[config.mk]
export PLATFORM = sky130hd
export DESIGN_NAME = bbrs_mul
export DESIGN_NICKNAME = d
export VERILOG_FILES = /design/src/rtl/buffer_based_bitrate_select_assert.svh /design/src/rtl/bbrs_pkg.sv /design/src/rtl/bbrs_mul.sv
export SDC_FILE = /design/constraint.sdc
export NUM_CORES = 2
export LEC_CHECK = 0
export BUFFER_PORTS_ARGS = -buffer_cell sky130_fd_sc_hd__buf_2
export CAP_MARGIN = 20
export CORE_ASPECT_RATIO = 1.2
export CORE_MARGIN = 10
export CORE_UTILIZATION = 45
export DETAILED_ROUTE_END_ITERATION = 16
export PLACE_DENSITY = 0.67
export SETUP_SLACK_MARGIN = 0.5
export SYNTH_ARGS = -nofsm -noshare
export SYNTH_HDL_FRONTEND = slang
export SYNTH_SLANG_ARGS = --single-unit
[constraint.sdc]
create_clock -name clk_i -period 9.3 [get_ports clk_i]
set_clock_uncertainty 0.05 [all_clocks]
set_input_delay 1.86 -clock clk_i [delete_from_list [all_inputs] [get_ports clk_i]]
set_output_delay 1.86 -clock clk_i [all_outputs]
set_load 0.02 [all_outputs]
[src/rtl/buffer_based_bitrate_select_assert.svh]
// Assertion macros shared by the bitrate selector RTL.
`ifndef BUFFER_BASED_BITRATE_SELECT_ASSERT_SVH
`define BUFFER_BASED_BITRATE_SELECT_ASSERT_SVH

`ifndef NO_ASSERTIONS
// A property that must hold at every clock edge outside reset.
`define BBRS_ASSERT(lbl, prop, msg) \
  lbl: assert property (@(posedge clk_i) disable iff (!rst_ni) (prop)) else $error(msg);
// A condition that must be followed in the next cycle by a consequence.
`define BBRS_ASSERT_NEXT(lbl, ante, cons, msg) \
  lbl: assert property (@(posedge clk_i) disable iff (!rst_ni) (ante) |=> (cons)) \
    else $error(msg);
`else
`define BBRS_ASSERT(lbl, prop, msg)
`define BBRS_ASSERT_NEXT(lbl, ante, cons, msg)
`endif

`endif

[src/rtl/bbrs_pkg.sv]
// Types, widths and codes of the buffer-based bitrate selector.
package bbrs_pkg;

  // Candidate capacity of one decision run.
  localparam int MaxFormats = 16;
  localparam int CntW       = $clog2(MaxFormats + 1);
  localparam int IdxW       = $clog2(MaxFormats);

  // Field widths.
  localparam int SizeW    = 28;
  localparam int UtilW    = 24;
  localparam int BufW     = 24;
  localparam int VW       = 24;
  localparam int ChosenW  = 4;
  localparam int CfgIdxW  = 2;
  localparam int CfgDataW = 24;
  localparam int FracW    = 16;

  // Internal arithmetic widths.
  localparam int ScaledW = UtilW + 1;
  localparam int NumW    = 50;
  localparam int HalfW   = NumW / 2;
  localparam int MulAW   = HalfW + 1;
  localparam int MulBW   = SizeW + 1;
  localparam int MulPW   = MulAW + MulBW;
  localparam int PartW   = HalfW + SizeW;
  localparam int AccW    = NumW + SizeW;

  // Configuration register indexes.
  typedef enum logic [CfgIdxW-1:0] {
    CfgMode       = 2'd0,
    CfgBolaV      = 2'd1,
    CfgUtilOffset = 2'd2
  } cfg_idx_e;

  // Sequencer states.
  typedef enum logic [3:0] {
    StIdle,
    StScoreMul,
    StScoreSub,
    StMag,
    StCrossALo,
    StCrossAHi,
    StCrossBLo,
    StCrossBHi,
    StCrossBAcc,
    StUpdate,
    StDone
  } state_e;

  // Operand pair for the shared multiplier.
  typedef struct packed {
    logic [MulAW-1:0] a;
    logic [MulBW-1:0] b;
  } mul_req_t;

endpackage

[src/rtl/bbrs_mul.sv]
// Shared signed multiplier with a registered product.
module bbrs_mul
  import bbrs_pkg::*;
(
  input  logic                    clk_i,
  input  mul_req_t                req_i,
  output logic signed [MulPW-1:0] prod_o
);

  logic signed [MulAW-1:0] op_a;
  logic signed [MulBW-1:0] op_b;
  logic signed [MulPW-1:0] prod_d;
  logic signed [MulPW-1:0] prod_q;

  assign op_a = $signed(req_i.a);
  assign op_b = $signed(req_i.b);

  // Full-precision product; both operands fit without loss.
  always_comb begin
    prod_d = MulPW'(op_a) * MulPW'(op_b);
  end

  always_ff @(posedge clk_i) begin
    prod_q <= prod_d;
  end

  assign prod_o = prod_q;

endmodule

== Word-level counts from Yosys, hierarchy flattened ==
Index checks and enable logic that the tools add are counted.
Word-level totals
  register bits after elaboration: 55
  output and inout port bits: 55
  word-level logic and storage cells: 2
  input port bits: 56
Cells by class
  multiply operators: 1
Operator list (number)
  26-bit by 29-bit multiplier with 55-bit output: 1

== Logic depth before layout (Yosys ltp) ==
  word-level depth: 1
  depth in mapped cells: 28
  depth with buffers taken out: 25

== Least setup slack after synthesis ==
Ideal clock, no wire load.
  kind: input port to flip-flop
  start: in req_i[31] (netlist name)
  end: reg prod_q[47], in the netlist prod_o[47]
  stages: 25
  setup time: 0.122 ns
  arrival: 8.219 ns
  path buffers: 2
  data required time: 9.128 ns
  setup slack: 0.910 ns
  path through: clkbuf_1 -> clkbuf_1 -> nand2_1 -> fa_1 -> inv_1 -> fa_1 -> inv_1 -> fa_1 -> fa_1 -> fa_1 -> inv_1 -> fa_1 -> inv_1 -> fa_1 -> inv_1 -> ha_1 -> a21oi_1 -> nor2_1 -> a211o_4 -> o41ai_2 -> nor2_4 -> a41oi_4 -> a31oi_2 -> a31o_1 -> xor2_1
On the way
  cells in the longest elaborated chain, start to end: 1
Ends and longest elaborated chain
  from (decl): line bbrs_mul.sv:6  | input mul_req_t req_i,
  26-bit by 29-bit multiplier with 55-bit output: line bbrs_mul.sv:20  | prod_d = MulPW'(op_a) * MulPW'(op_b);
  net prod_d[47]: line bbrs_mul.sv:12  | logic signed [MulPW-1:0] prod_d;
  to (signal assigned): line bbrs_mul.sv:24  | prod_q <= prod_d;
  to (decl): line bbrs_mul.sv:13  | logic signed [MulPW-1:0] prod_q;
The timed path passes the listed nets, and every way through them passes these cells.

== Final worst setup path ==
  start: in req_i[49] (netlist name)
  end: reg prod_q[48], in the netlist prod_o[48]
The elaborated chain is that of the path after synthesis.

==> impl_metrics.tcl <==
set metrics [dict create \
    status "finished, final reports clean" \
    largest_reg_flops 55 \
    cts_made_buffers 5 \
    setup_viol 0 \
    fin_cells 3841 \
    slew_viol_final 0 \
    cts_tree "yes" \
    io_pins 111 \
    drtIter0Drc 962 \
    grt_pass1_wl_mm 122 \
    cts_sinks 55 \
    drive_above_1_share 0.0668 \
    antenna_found_initial 3 \
    synth_fp_nets 3991 \
    syn-cell-area_mm2 0.0282 \
    routed_via_density 5.11 \
    wirelength_mm 73.3 \
    place_hpwl_mm 63.2 \
    worst-path-stages 23 \
    min_period_over_period 0.923 \
    rows 100 \
    async_flop_share 0 \
    synth_top_cell_by_area "fa_1" \
    syn_inst 3001 \
    crit_family "adder cells" \
    fin_tns_setup_ns 0 \
    area_delta_synth_final_pct 5.80 \
    path_cells "buf_2 -> and2_1 -> fa_1 -> inv_1 -> fa_1 -> inv_1 -> fa_1 -> fa_1 -> fa_1 -> fa_1 -> inv_1 -> fa_1 -> inv_1 -> ha_1 -> a2111oi_4 -> o21ai_1 -> o22ai_1 -> a21boi_1 -> a21boi_4 -> a31oi_4 -> a311oi_2 -> o21ai_1 -> xor2_1" \
    hold_path_class "in -> reg" \
    synth.avg_cell_area_um2 9.38 \
    grt_pass1_vias 22875 \
    cp_num_buf_inv 5 \
    grt_overflow_total 0 \
    max-cap-violations 0 \
    synth_ff_type "dfxtp_1" \
    drc 0 \
    rsz0062_at_grt "no" \
    detail_route.wl_per_cell_um 19.1 \
    hold_violations 0 \
    path_max_fanout 29 \
    place.gp.congestion 0.875 \
    clk_transition_reported_paths_ns 0.08 \
    startpoint_type "input port" \
    die_area_mm2 0.0730 \
    synth-seq-area-share 0.0391 \
    path_class "in -> reg" \
    fin_nets 4014 \
    dr.pass1.iters 5 \
    ys_warn_count 0 \
    die_w_um 248 \
    yosys_register_bits 55 \
    hold_path_depth 2 \
    fillers 5942 \
    core_area_mm2 0.0621 \
    cp_data_arrival_time_ns 8.77 \
    crit_path_start "req_i[49]" \
    worst_path_max_delay_cell "fa_1" \
    cts_buffer_depth 2 \
    max_freq_mhz 116 \
    final.min_clock_period_ns 8.59 \
    cts.hold.buffers_added 0 \
    placed_cells 3833 \
    num_vias 19624 \
    die_y_um 294 \
    numPortBuffers 110 \
    grt_max_degree 30 \
    synth_area_leaders "fa_1 56%, inv_1 10%, and2_1 7.4%" \
    cts_root_buffer "clkbuf_16" \
    synth-edff-count 0 \
    post_cts_buffers 0 \
    tightest_slew_ns 0.736 \
    endpoint "prod_o[48]" \
    initial_core_util 0.454 \
    cp-end-kind "flip-flop" \
    cp_slowest_stage_delay_ns 0.57 \
    ant_nets 0 \
    cp.required_ns 9.49 \
    synth_top_area_frac 0.556 \
    grt.total_usage 0.216 \
    critPathMostFrequentCell "fa_1" \
    timing.slew.headroom 0.506 \
    htreeDepth 2 \
    yosysUniqueCellTypes 67 \
]
[repair_timing]
item	CTS	global route
endpoints found under the hold margin	0	0
resized for setup	0	21
endpoints found under the setup margin	0	14
[worst min path at each step]
| stage | start | end |
|---|---|---|
| 2_1_floorplan | req_i[0] | prod_o[0] |
| 4_1_cts | req_i[29] | prod_o[0] |
| 3_5_place_dp | prod_o[42] | prod_o[42] |
| 3_3_place_gp | prod_o[42] | prod_o[42] |
| 5_1_grt | req_i[29] | prod_o[0] |
| 6_report | req_i[29] | prod_o[0] |
[cell families (layout without fill, tap and decap cells)]
logic type | after synthesis | count (layout) | synth area share
adder cells (fa/ha/maj) | 934 | 934 | 0.623
buffers and inverters | 924 | 947 | 0.124
XOR/XNOR | 60 | 60 | 0.0187
flip-flops | 55 | 55 | 0.0391
AND/OR/NAND/NOR | 855 | 855 | 0.149
other | 0 | 1 | 0
AO/OA/AOI/OAI | 173 | 173 | 0.0461
[cells in the final DEF (no fill, tap or decap), types with 3 or more instances in the layout]
cell type,instances
fa_1,782
inv_1,775
nand2_1,424
and2_1,332
ha_1,152
buf_2,92
buf_4,55
dfxtp_1,55
a21oi_1,50
nor2_1,43
xnor2_1,42
a21o_1,30
o21ai_0,22
xor2_1,18
clkbuf_4,18
nand2b_1,12
nor3_1,8
nand4_1,7
and3_1,7
nand3_1,7
o21a_1,6
a211oi_1,6
a31oi_1,6
a21oi_2,5
nor2b_1,5
clkbuf_16,5
o21bai_1,4
o21ai_1,4
a211o_1,3
a31oi_4,3
[stage by stage]
step	cell area [um^2]	setup slack, ns	utilization	hold slack, ns
global route	29800	0.502	0.480	2.06
floorplan	28200	0.910	-	1.94
CTS	29700	0.652	0.479	2.03
global placement	29600	0.322	0.476	2.23
detailed placement	29600	0.299	0.476	2.23
finish	29800	0.715	0.480	2.03
[routing by layer]
metal | global-route usage | vias up | wire (um)
met5 | 0 | - | 21
met4 | 0.104 | 4 | 4080
met3 | 0.0203 | 188 | 2740
met2 | 0.411 | 558 | 40600
met1 | 0.234 | 10290 | 25900
li1 | - | 8584 | -
[layout make-up]
class	count	area [um^2]	share of cell area
Timing Repair Buffer	165	1010	0.0338
Antenna cell	1	2.50	0.0000840
Clock inverter	2	37.5	0.00126
Tap cell	816	1020	0.0343
Sequential cell	55	1100	0.0370
Clock buffer	5	125	0.00420
Inverter	775	2910	0.0976
Multi-Input combinational cell	2022	23600	0.792
[synth_stat cells (all sizes together), types with 12 or more instances]
cell type / n
a21o: 32
a21oi: 56
and2: 332
clkbuf: 144
dfxtp: 55
fa: 782
ha: 152
inv: 775
nand2: 424
nand2b: 12
nor2: 45
o21ai: 27
xnor2: 42
xor2: 18
Power is left out: the tool's default activity adds up to more than one toggle a clock period on the data nets, which glitch-free logic cannot reach.
